[config.mk]
export PLATFORM = sky130hd
export DESIGN_NAME = dedup_fifo_queue
export DESIGN_NICKNAME = d
export VERILOG_FILES = /design/src/rtl/dfq_pkg.sv /design/src/rtl/dfq_cell.sv /design/src/rtl/dedup_fifo_queue.sv
export SDC_FILE = /design/constraint.sdc
export NUM_CORES = 1
export LEC_CHECK = 0
export BUFFER_PORTS_ARGS = -buffer_cell sky130_fd_sc_hd__buf_2
export CORE_ASPECT_RATIO = 1.4
export CORE_MARGIN = 4
export CORE_UTILIZATION = 50
export CTS_CLUSTER_SIZE = 16
export DETAILED_ROUTE_END_ITERATION = 12
export MAX_ROUTING_LAYER = met4
export PLACE_DENSITY = 0.77
export SYNTH_ARGS = -nofsm -noshare
export SYNTH_HDL_FRONTEND = slang
export SYNTH_SLANG_ARGS = --single-unit
[constraint.sdc]
create_clock -name clock -period 6.1 [get_ports clock]
set_input_delay 0.305 -clock clock [delete_from_list [all_inputs] [get_ports clock]]
set_output_delay 0.305 -clock clock [all_outputs]
set_load 0.01 [all_outputs]
[src/rtl/dfq_pkg.sv]
package dfq_pkg;

   localparam int DEPTH   = 16;
   localparam int KEY_W   = 32;
   localparam int CNT_W   = $clog2(DEPTH + 1);
   localparam int ENTRY_W = 5;

   typedef enum logic [1:0] {
      CMD_INSERT = 2'd0,
      CMD_REMOVE = 2'd1,
      CMD_SEARCH = 2'd2,
      CMD_SIZE   = 2'd3
   } cmd_type;

   typedef enum logic [1:0] {
      ST_DONE  = 2'd0,
      ST_DUP   = 2'd1,
      ST_EMPTY = 2'd2,
      ST_FULL  = 2'd3
   } status_type;

   // per-cell control from the queue controller
   typedef struct packed {
      logic shift;
      logic load;
   } cell_ctrl_type;

endpackage

[src/rtl/dfq_cell.sv]
module dfq_cell
   import dfq_pkg::*;
(
   input  logic                    clock,
   input  cell_ctrl_type           ctrl,
   input  logic signed [KEY_W-1:0] in_key,
   input  logic signed [KEY_W-1:0] next_key,
   output logic signed [KEY_W-1:0] key_out,
   output logic                    match
);

   logic signed [KEY_W-1:0] key_ff;
   logic signed [KEY_W-1:0] key_in;

   // load a new key, take the neighbor's key on a pop, or hold
   always_comb begin
      if (ctrl.load) begin
         key_in = in_key;
      end else if (ctrl.shift) begin
         key_in = next_key;
      end else begin
         key_in = key_ff;
      end
   end

   always_ff @(posedge clock) begin
      key_ff <= key_in;
   end

   assign key_out = key_ff;
   assign match   = (key_ff == in_key);

endmodule

[src/rtl/dedup_fifo_queue.sv]
// Deduplicating FIFO of signed 32-bit keys, DEPTH entries held in a row of
// cells with the oldest key in cell 0. A request is taken when start is high
// and busy is low; busy then stays high for one cycle while every cell
// compares its key with the request key at once, and the result appears on
// the rsp_ ports for exactly one cycle, marked by rsp_valid. The receiver
// cannot stall, so it must take the result in that cycle. The request is
// registered, and no new request is taken until the compare and update of
// the last one is done. A pop moves every key one cell toward the head in
// the compare-and-update cycle. Insert answers duplicate before full.
module dedup_fifo_queue
   import dfq_pkg::*;
(
   input  logic                      clock,
   input  logic                      reset,
   input  logic                      start,
   output logic                      busy,
   input  logic [1:0]                req_cmd,
   input  logic signed [KEY_W-1:0]   req_key,
   output logic                      rsp_valid,
   output logic [1:0]                rsp_status,
   output logic signed [KEY_W-1:0]   rsp_removed_key,
   output logic                      rsp_found,
   output logic [ENTRY_W-1:0]        rsp_entry_count
);

   logic                      busy_ff;
   cmd_type                   cmd_ff;
   logic signed [KEY_W-1:0]   key_ff;
   logic [CNT_W-1:0]          count_ff;
   logic [CNT_W-1:0]          count_in;

   logic                      rsp_valid_ff;
   status_type                status_ff;
   status_type                status_in;
   logic signed [KEY_W-1:0]   removed_ff;
   logic signed [KEY_W-1:0]   removed_in;
   logic                      found_ff;
   logic                      found_in;
   logic [ENTRY_W-1:0]        entry_ff;

   logic signed [KEY_W-1:0]   cell_key [DEPTH];
   logic [DEPTH-1:0]          match_vec;
   logic [DEPTH-1:0]          occ_vec;
   cell_ctrl_type             ctrl_vec [DEPTH];

   logic                      hit;
   logic                      do_load;
   logic                      do_shift;
   logic                      accept;

   assign accept = start && !busy_ff;

   for (genvar i = 0; i < DEPTH; i++) begin : g_cell
      logic signed [KEY_W-1:0] nbr_key;

      if (i == DEPTH - 1) begin : g_last
         assign nbr_key = '0;
      end else begin : g_mid
         assign nbr_key = cell_key[i+1];
      end

      assign occ_vec[i]        = (CNT_W'(i) < count_ff);
      assign ctrl_vec[i].shift = do_shift;
      assign ctrl_vec[i].load  = do_load && (count_ff == CNT_W'(i));

      dfq_cell u_cell (
         .clock    (clock),
         .ctrl     (ctrl_vec[i]),
         .in_key   (key_ff),
         .next_key (nbr_key),
         .key_out  (cell_key[i]),
         .match    (match_vec[i])
      );
   end

   assign hit = |(match_vec & occ_vec);

   always_comb begin
      do_load    = 1'b0;
      do_shift   = 1'b0;
      count_in   = count_ff;
      status_in  = ST_DONE;
      removed_in = '0;
      found_in   = 1'b0;
      if (busy_ff) begin
         case (cmd_ff)
            CMD_INSERT: begin
               if (hit) begin
                  status_in = ST_DUP;
               end else if (count_ff == CNT_W'(DEPTH)) begin
                  status_in = ST_FULL;
               end else begin
                  do_load  = 1'b1;
                  count_in = count_ff + 1'b1;
               end
            end
            CMD_REMOVE: begin
               if (count_ff == '0) begin
                  status_in = ST_EMPTY;
               end else begin
                  do_shift   = 1'b1;
                  removed_in = cell_key[0];
                  count_in   = count_ff - 1'b1;
               end
            end
            CMD_SEARCH: begin
               found_in = hit;
            end
            default: begin
            end
         endcase
      end
   end

   always_ff @(posedge clock) begin
      if (reset) begin
         busy_ff      <= 1'b0;
         rsp_valid_ff <= 1'b0;
         count_ff     <= '0;
      end else begin
         rsp_valid_ff <= busy_ff;
         count_ff     <= count_in;
         if (accept) begin
            busy_ff <= 1'b1;
         end else if (busy_ff) begin
            busy_ff <= 1'b0;
         end
      end
   end

   // payload registers
   always_ff @(posedge clock) begin
      if (accept) begin
         cmd_ff <= cmd_type'(req_cmd);
         key_ff <= req_key;
      end
      if (busy_ff) begin
         status_ff  <= status_in;
         removed_ff <= removed_in;
         found_ff   <= found_in;
         entry_ff   <= ENTRY_W'(count_in);
      end
   end

   assign busy            = busy_ff;
   assign rsp_valid       = rsp_valid_ff;
   assign rsp_status      = status_ff;
   assign rsp_removed_key = removed_ff;
   assign rsp_found       = found_ff;
   assign rsp_entry_count = entry_ff;

   a_count_bound: assert property (@(posedge clock) disable iff (reset)
      count_ff <= CNT_W'(DEPTH))
      else $error("entry count above depth");

   a_busy_after_accept: assert property (@(posedge clock) disable iff (reset)
      accept |=> busy_ff)
      else $error("request accepted without going busy");

   a_rsp_after_busy: assert property (@(posedge clock) disable iff (reset)
      busy_ff |=> (rsp_valid_ff && !busy_ff))
      else $error("result missing after compare cycle");

   a_no_overlap: assert property (@(posedge clock) disable iff (reset)
      !(busy_ff && rsp_valid_ff))
      else $error("busy and result strobe together");

   a_reject_keeps_count: assert property (@(posedge clock) disable iff (reset)
      (busy_ff && status_in != ST_DONE) |=> (count_ff == $past(count_ff)))
      else $error("rejected command changed the entry count");

endmodule
==> run_results.csv, run 1 <==
group,metric,value,unit
outcome,status,"finished clean",
logic_synthesis,async_flop_share,0,%
detailed_routing,drtPass1Iterations,6,
place,hpwlAfterDp,73370,um
worst_hold_path,hp-class,"in -> reg",
cells_and_area,final_cell_mix,"edfxtp_1, xor2_1, mux2_2, nor4_1, buf_4",
setup_path,arrival,5570,ps
sta,fin_setup_tns,0,ps
place,io_buffers,78,
clock_network,cts_tree,"done",
sta,finalCritPeriodShare,86.83,%
sta,clock.fmax,188.8,MHz
setup_path,required,6380,ps
sta,worst_clock_skew,27.67,ps
logic_synthesis,ys_seq_area_share,54.58,%
clock_network,path_clk_slew,60,ps
floorplan,die_w,223.5,um
power_and_ir_drop,irDropWorstVdd,0.2284,mV
floorplan,fp.dieArea,69200,um2
detailed_routing,wl_per_cell,29.55,um
detailed_routing,wl,98810,um
global_route,antenna_found_initial,1,
clock_network,post-cts-setup-buffers,0,
clock_network,clkSinkCount,593,
sta,finalCriticalPeriod,5296,ps
logic_synthesis,synth_area_per_cell,13.58,um2
clock_network,cts_max_level,2,
setup_path,path_max_fanout,33,
cells_and_area,nets,2497,
sta,slew_viol_final,0,
cells_and_area,mostFrequentLayoutCell,"edfxtp_1",
global_route,grt_pass1_vias,21690,
clock_network,clockRootBuffer,"clkbuf_16",
floorplan,initial_core_util,50.45,%
setup_path,critPathCaptureType,"register",
clock_network,cts_made_buffers,59,
floorplan,num_rows,110,
floorplan,coreArea,64410,um2
clock_network,max-clock-path-buffers,3,
setup_path,path_class,"reg -> reg",
power_and_ir_drop,power.switching,2.086,mW
logic_synthesis,ys_ff_latch,593,
sta,setup_violations,0,
global_route,grt.overflow.total,0,
power_and_ir_drop,pwr-share-seq,50.9,%
cells_and_area,fillers,5172,
logic_synthesis,ys.warnings.count,0,
place,dpl_cell_area,33620,um2
sta,max_slew.worst_pin.slew,1289,ps
power_and_ir_drop,p_int,6.818,mW
floorplan,ios,79,
detailed_routing,drt_iter0_markers,1711,
cells_and_area,syn_to_final_growth,10.59,%
logic_synthesis,synthFlopType,"edfxtp_1",
global_route,grt_max_degree,53,
clock_network,clkLatencyLatePin,640,ps
detailed_routing,drc,0,
clock_network,cts_resized,0,
power_and_ir_drop,p_clk_share,42.2,%
cells_and_area,final_area,35940,um2
sta,hold_viol_final,0,
logic_synthesis,synth_edf_count,586,
sta,relSlewSlack,14.06,%
power_and_ir_drop,pwr-share-comb,6.9,%
power_and_ir_drop,switching_share,23.43,%
flow_run,maxCapViolCount,0,
setup_path,crit_path_start_kind,"register",
logic_synthesis,netlist_area,32500,um2
logic_synthesis,synth_fp_nets,2435,
sta,rsz0062_at_grt,"no",
global_route,track_usage,28.96,%
global_route,grt_pass1_wl,144000,um
logic_synthesis,synth.distinct_cells,65,
floorplan,die_h,309.7,um
power_and_ir_drop,p_leak,12.02,nW
detailed_routing,via_count,20540,
logic_synthesis,syn_inst,2393,
power_and_ir_drop,pwr_density_cell,247.8,nW/um2
clock_network,ctsHoldBuffers,35,
detailed_routing,postRouteAntennaNets,0,
place,place_congestion,1.117,
power_and_ir_drop,finalPower,8.904,mW
detailed_routing,avgViaCountPerCell,6.144,
cells_and_area,drive_gt1_share,27.77,%
[layout make-up]
cell class	count	area [um2]	area share, %
antenna	1	2.502	0.006963
clock buffer	78	1629	4.533
clock inverter	31	336.6	0.9365
inverter	3	11.26	0.03133
multi-input combinational	1598	13710	38.16
sequential	593	17740	49.36
tap	840	1051	2.924
timing repair buffer	200	1456	4.053
[Yosys cell counts (all sizes together) (11+ instances only)]
master  count  area, um2
edfxtp    586      17600
mux2      483       5439
xor2      458       4011
nor4      196       1281
buf       152      903.4
xnor2      57      499.2
nor2       55      231.5
nand4      53      346.6
clkbuf     47      176.4
nand2      40      150.1
and3       38      237.7
nand3      38      190.2
nor3       38      211.5
and2       36      225.2
nand2b     12      75.07
nand4b     11      111.4
[power groups by stage]
stage	combinational [mW]	sequential (mW)	clock, mW
global placement	0.577	4.62	0
floorplan	0.384	4.58	0
CTS	0.602	4.53	3.81
finish	0.614	4.53	3.76
global route	0.641	4.54	3.98
detailed placement	0.582	4.62	0
[state kept, by name, summed over array words and instances, names as in the netlist, 2 cells and up]
register,cells
key_ff,32
rsp_status,2
rsp_removed_key,32
count_ff,5
rsp_entry_count,5
g_cell.u_cell.key_out,512
cmd_ff,2
[logic make-up (layout without fill, tap and decap cells)]
logic type / count (synthesis) / in the layout / synth area share, %
DFF: 593 / 593 / 54.58
and+or+nand+nor: 559 / 559 / 10.49
xor gates and xnor gates: 515 / 515 / 13.88
muxes: 484 / 484 / 16.77
buffers and inverters: 202 / 312 / 3.357
AOI/OAI and AO/OA: 35 / 35 / 0.7316
adders and majority gates: 5 / 5 / 0.1925
other: 0 / 1 / 0
[worst paths after layout]
check	from	end	slack, ps	cells past startpoint
worst max-delay path	key_ff[7]	g_cell[11].u_cell.key_out[12]	800	11
worst min-delay path	req_key[28]	key_ff[28]	370	2
worst max register to register	key_ff[7]	g_cell[11].u_cell.key_out[12]	800	11
worst min register to register	g_cell[6].u_cell.key_out[28]	g_cell[5].u_cell.key_out[28]	580	1
[stage by stage]
step	hold WS (ps)	setup slack, ps	cells	util [%]
floorplan	374.1	1157	2393	-
global route	367.1	629.4	3343	55.79
global placement	480.9	1060	3199	52.20
CTS	339.2	898.9	3343	55.79
detailed placement	483.1	935.2	3199	52.20
finish	372.2	803.7	3344	55.79
[critical path, stage by stage, from the launching register on]
cell and delay (ps):
edfxtp_1 1030, buf_4 450, xor2_1 360, nor4_1 100, nand4_1 110, nor3_1 120
nor4_2 610, nand4_4 710, nor4_4 410, buf_4 410, nand2b_1 160, buf_4 400
[layer usage]
metal / GRT usage, % / wire length (um)
met4: 18.34 / 7794
met1: 29.84 / 33640
met5: - / 0
met3: 3.861 / 5144
met2: 52.03 / 52220
No activity file was read; power rests on OpenSTA's default activity.
==> inputs of run 2 (changes only) <==
--- a/config.mk
+++ b/config.mk
@@ -11,7 +11,6 @@
 export CORE_UTILIZATION = 50
 export CTS_CLUSTER_SIZE = 16
 export DETAILED_ROUTE_END_ITERATION = 12
-export MAX_ROUTING_LAYER = met4
 export PLACE_DENSITY = 0.77
 export SYNTH_ARGS = -nofsm -noshare
 export SYNTH_HDL_FRONTEND = slang
==> run_results.csv, run 2 (same netlist as run 1, synthesis figures left out) <==
group,metric,value,unit
cells_and_area,final_cell_mix,"edfxtp_1, xor2_1, mux2_2, nor4_1, buf_4",
sta,finalCriticalPeriod,4703,ps
floorplan,coreArea,64410,um2
place,hpwlAfterDp,71450,um
cells_and_area,drive_gt1_share,27.84,%
power_and_ir_drop,p_leak,11.98,nW
clock_network,max-clock-path-buffers,3,
detailed_routing,via_count,20570,
floorplan,num_rows,110,
setup_path,r2r-end,"g_cell[4].u_cell.key_out[23]",
setup_path,critPathCaptureType,"register",
floorplan,ios,79,
cells_and_area,nets,2499,
global_route,grt_use_met1,28.36,%
floorplan,die_w,223.5,um
global_route,antenna_found_initial,4,
detailed_routing,wl,95990,um
global_route,grt_pass1_wl,140200,um
setup_path,path_class,"reg -> reg",
sta,fin_setup_tns,0,ps
clock_network,cts_max_level,2,
sta,finalCritPeriodShare,77.11,%
sta,clock.fmax,212.6,MHz
detailed_routing,wl_per_cell,28.68,um
global_route,grt_pass1_vias,21300,
sta,rsz0062_at_grt,"no",
sta,max_slew.worst_pin.slew,1322,ps
global_route,grt_max_degree,44,
worst_hold_path,hp-class,"in -> reg",
sta,setup_violations,0,
clock_network,clkLatencyLatePin,640,ps
setup_path,arrival,5060,ps
global_route,grt_use_met2,50.93,%
sta,relSlewSlack,11.44,%
global_route,track_usage,27.21,%
setup_path,r2r_slack,1400,ps
floorplan,fp.dieArea,69200,um2
setup_path,reg2regPathDepth,11,
global_route,grt.busiest_layer,"met2",
cells_and_area,diodes,0,
clock_network,cts_made_buffers,59,
global_route,gr-usage-met3,3.634,%
power_and_ir_drop,irDropWorstVdd,0.2266,mV
setup_path,path_max_fanout,32,
outcome,status,"finished clean",
clock_network,clockRootBuffer,"clkbuf_16",
cells_and_area,mostFrequentLayoutCell,"edfxtp_1",
clock_network,cts_tree,"done",
floorplan,die_h,309.7,um
detailed_routing,drt_iter0_markers,1747,
power_and_ir_drop,pwr_density_cell,243.4,nW/um2
setup_path,endpoint,"g_cell[4].u_cell.key_out[23]",
global_route,grt.overflow.total,0,
cells_and_area,syn_to_final_growth,10.21,%
sta,hold_viol_final,0,
detailed_routing,postRouteAntennaNets,0,
setup_path,required,6450,ps
cells_and_area,largest_reg_flops,512,
place,place_congestion,1.075,
clock_network,path_clk_slew,60,ps
clock_network,cts_resized,0,
sta,worst_clock_skew,27.38,ps
detailed_routing,drtPass1Iterations,6,
setup_path,crit_path_start_kind,"register",
detailed_routing,avgViaCountPerCell,6.146,
floorplan,initial_core_util,50.45,%
flow_run,maxCapViolCount,0,
cells_and_area,fin_util,55.60,%
sta,slew_viol_final,0,
place,io_buffers,78,
setup_path,r2r_start,"key_ff[16]",
setup_path,critPathLaunch,"key_ff[16]",
detailed_routing,drc,0,
clock_network,clkSinkCount,593,
[run 2: changes by cell type in the layout (fill, tap and decap cells not counted)]
cell	delta
buf_12	-2
buf_4	+4
bufinv_16	-4
clkbuf_1	-3
clkbuf_16	+1
clkbuf_8	-3
clkinv_1	+4
clkinv_2	+8
clkinv_8	-1
clkinvlp_4	+1
diode_2	-1
inv_6	-1
[run 2: through the flow]
stage	hold WS, ps	instances	power (mW)	worst slack, ps	cell area (um2)
after CTS	349.0	3347	8.750	1511	35820
after detailed placement	483.1	3201	5.191	1529	33610
final	378.8	3347	8.719	1397	35820
after global placement	481.2	3201	5.185	1512	33610
after floorplan	374.1	2393	4.960	1157	32500
after global routing	370.8	3347	8.945	1229	35820
[run 2: layer usage]
metal	routed length [um]	vias up
met2	50730	883
met1	32490	10290
li1	-	9071
met5	0	-
met4	7890	0
met3	4881	330
[run 2: cell type report]
cell class | instances | area, um2
Sequential cell | 593 | 17740
Multi-Input combinational cell | 1598 | 13710
Fill cell | 5237 | 28600
Tap cell | 840 | 1051
Clock buffer | 73 | 1602
Clock inverter | 38 | 254.0
Timing Repair Buffer | 202 | 1446
Inverter | 3 | 11.26
[run 2: repair_timing]
item	4_1_cts	5_1_grt
buffers inserted	0	0
setup endpoints to repair	0	0
hold endpoints to repair	40	0
hold buffers	35	0
[run 2: worst min path at each step]
stage | startpoint | end | slack [ps] | cells past startpoint
finish | req_key[7] | key_ff[7] | 380 | 2
global route | req_key[26] | key_ff[26] | 370 | 2
floorplan | reset | count_ff[3] | 370 | 1
global placement | req_key[3] | key_ff[3] | 480 | 1
detailed placement | req_key[1] | key_ff[1] | 480 | 1
CTS | req_key[25] | key_ff[25] | 350 | 2
[run 2: power by group]
| group | switching (mW) | internal (mW) | total (mW) |
|---|---|---|---|
| Sequential | 0.0687 | 4.47 | 4.54 |
| Combinational | 0.410 | 0.187 | 0.598 |
| Clock | 1.61 | 1.98 | 3.59 |
[run 2: critical path, stage by stage (launching register included)]
cell and delay, ps:
edfxtp_1 810, buf_4 340, xor2_1 110, nor4_1 1000
nand3_1 200, nor4_1 470, nor4_2 100, nand4_4 310
buf_4 360, nor2_4 60, buf_4 260, mux2_2 380
==> inputs of run 3 (changes only) <==
==> constraint.sdc (replaced) <==
create_clock -name clock -period 4.35 [get_ports clock]
set_input_delay 0.2175 -clock clock [delete_from_list [all_inputs] [get_ports clock]]
set_output_delay 0.2175 -clock clock [all_outputs]
set_load 0.01 [all_outputs]
==> run_results.csv, run 3 (same netlist as run 1, synthesis figures left out) <==
group,metric,value,unit
floorplan,die_h,309.7,um
cells_and_area,largest_reg_flops,512,
clock_network,clkLatencyLatePin,630,ps
clock_network,cts_tree,"done",
cells_and_area,final_cell_mix,"edfxtp_1, xor2_1, mux2_2, nor4_1, buf_2",
global_route,grt.overflow.total,0,
sta,clock.fmax,233.3,MHz
global_route,track_usage,28.55,%
cells_and_area,final_area,36760,um2
sta,finalCriticalPeriod,4286,ps
setup_path,arrival,4660,ps
detailed_routing,drtPass1Iterations,6,
worst_hold_path,hp-class,"in -> reg",
clock_network,cts_made_buffers,57,
global_route,antenna_found_initial,2,
setup_path,path_max_fanout,32,
sta,relSlewSlack,18.35,%
cells_and_area,mostFrequentLayoutCell,"edfxtp_1",
setup_path,required,4720,ps
clock_network,cts_resized,0,
cells_and_area,instances_no_fill,3376,
global_route,grt_pass1_wl,145700,um
detailed_routing,avgViaCountPerCell,6.234,
sta,timing.final.ws_setup,64.49,ps
power_and_ir_drop,pwr_density_cell,334.6,nW/um2
sta,hold_viol_final,0,
cells_and_area,syn_to_final_growth,13.11,%
floorplan,num_rows,110,
detailed_routing,drt_iter0_markers,1858,
sta,holdWs,153.6,ps
detailed_routing,dr_wl_met3,6925,um
sta,finalCritPeriodShare,98.52,%
sta,max_slew.worst_pin.slew,1194,ps
clock_network,clockRootBuffer,"clkbuf_16",
place,placed_cells,3233,
clock_network,clkSinkCount,593,
detailed_routing,wl,100800,um
cells_and_area,nets,2529,
place,dpl_cell_area,34550,um2
power_and_ir_drop,finalPower,12.30,mW
clock_network,ctsHoldBuffers,35,
power_and_ir_drop,irDropWorstVdd,0.3498,mV
floorplan,ios,79,
setup_path,critPathCaptureType,"register",
cells_and_area,drive_gt1_share,28.73,%
clock_network,path_clk_slew,70,ps
detailed_routing,postRouteAntennaNets,0,
clock_network,cts_max_level,2,
detailed_routing,drc,0,
sta,worst_clock_skew,21.61,ps
sta,rsz0062_at_grt,"no",
detailed_routing,wl_met2,51220,um
floorplan,initial_core_util,50.45,%
sta,fin_setup_tns,0,ps
place,place_congestion,0.9953,
global_route,grt_max_degree,44,
detailed_routing,wl_per_cell,29.86,um
place,hpwlAfterDp,71260,um
sta,setup_violations,0,
detailed_routing,wl_met1,34030,um
floorplan,coreArea,64410,um2
clock_network,max-clock-path-buffers,3,
setup_path,path_class,"reg -> reg",
detailed_routing,highest_layer,"met4",
global_route,grt_pass1_vias,21910,
place,io_buffers,78,
sta,slew_viol_final,0,
floorplan,die_w,223.5,um
setup_path,crit_path_start_kind,"register",
floorplan,fp.dieArea,69200,um2
flow_run,maxCapViolCount,0,
place,pre_cts_ws,133.0,ps
clock_network,post-cts-setup-buffers,0,
outcome,status,"finished clean",
cells_and_area,fin_util,57.06,%
detailed_routing,via_count,21050,
power_and_ir_drop,p_leak,12.35,nW
run 3: changes by cell type in the layout (fill, tap and decap cells not counted):
cell	change
clkinv_1	-4
buf_4	-24
clkbuf_1	+1
clkbuf_8	-3
inv_6	+1
diode_2	+2
bufinv_16	+3
clkinv_4	+1
clkbuf_16	-2
clkinv_2	-2
buf_12	+56
run 3: layer usage:
layer  up-vias  GRT usage (%)
li1       9121              -
met1     10360          30.66
met2      1114          51.32
met3       447          4.855
met4         0          19.59
met5         -              0
run 3: worst paths after layout:
check                           cells past startpoint  slack (ps)                           end                         start
worst max register to register                     12          60   g_cell[1].u_cell.key_out[0]                    key_ff[19]
worst min register to register                      1         580  g_cell[0].u_cell.key_out[22]  g_cell[1].u_cell.key_out[22]
worst min-delay path                                2         150                     cmd_ff[1]                         start
worst max-delay path                               12          60   g_cell[1].u_cell.key_out[0]                    key_ff[19]
run 3: worst max-delay path, stage by stage (launching register included):
cell and delay [ps]:
edfxtp_1 880, buf_4 290, xor2_1 140, nor4_1 320, nand2_1 150, nor4_1 740, buf_4 240, nor4_2 60
nand4_4 280, buf_4 330, nor2_2 110, buf_12 180, mux2_2 290
run 3: power by group:
group / total, mW / internal (mW) / leakage (nW) / switching [mW]
clock: 5.04 / 2.83 / 0.900 / 2.21
combinational: 0.944 / 0.314 / 6.13 / 0.629
sequential: 6.32 / 6.26 / 5.32 / 0.0539
total: 12.3 / 9.40 / 12.3 / 2.90
run 3: layout make-up:
type | count | area (um2)
Fill cell | 5113 | 27660
Sequential cell | 593 | 17740
Multi-Input combinational cell | 1598 | 13710
Timing Repair Buffer | 234 | 2387
Clock buffer | 69 | 1514
Tap cell | 840 | 1051
Clock inverter | 37 | 336.6
Inverter | 3 | 11.26
Antenna cell | 2 | 5.005
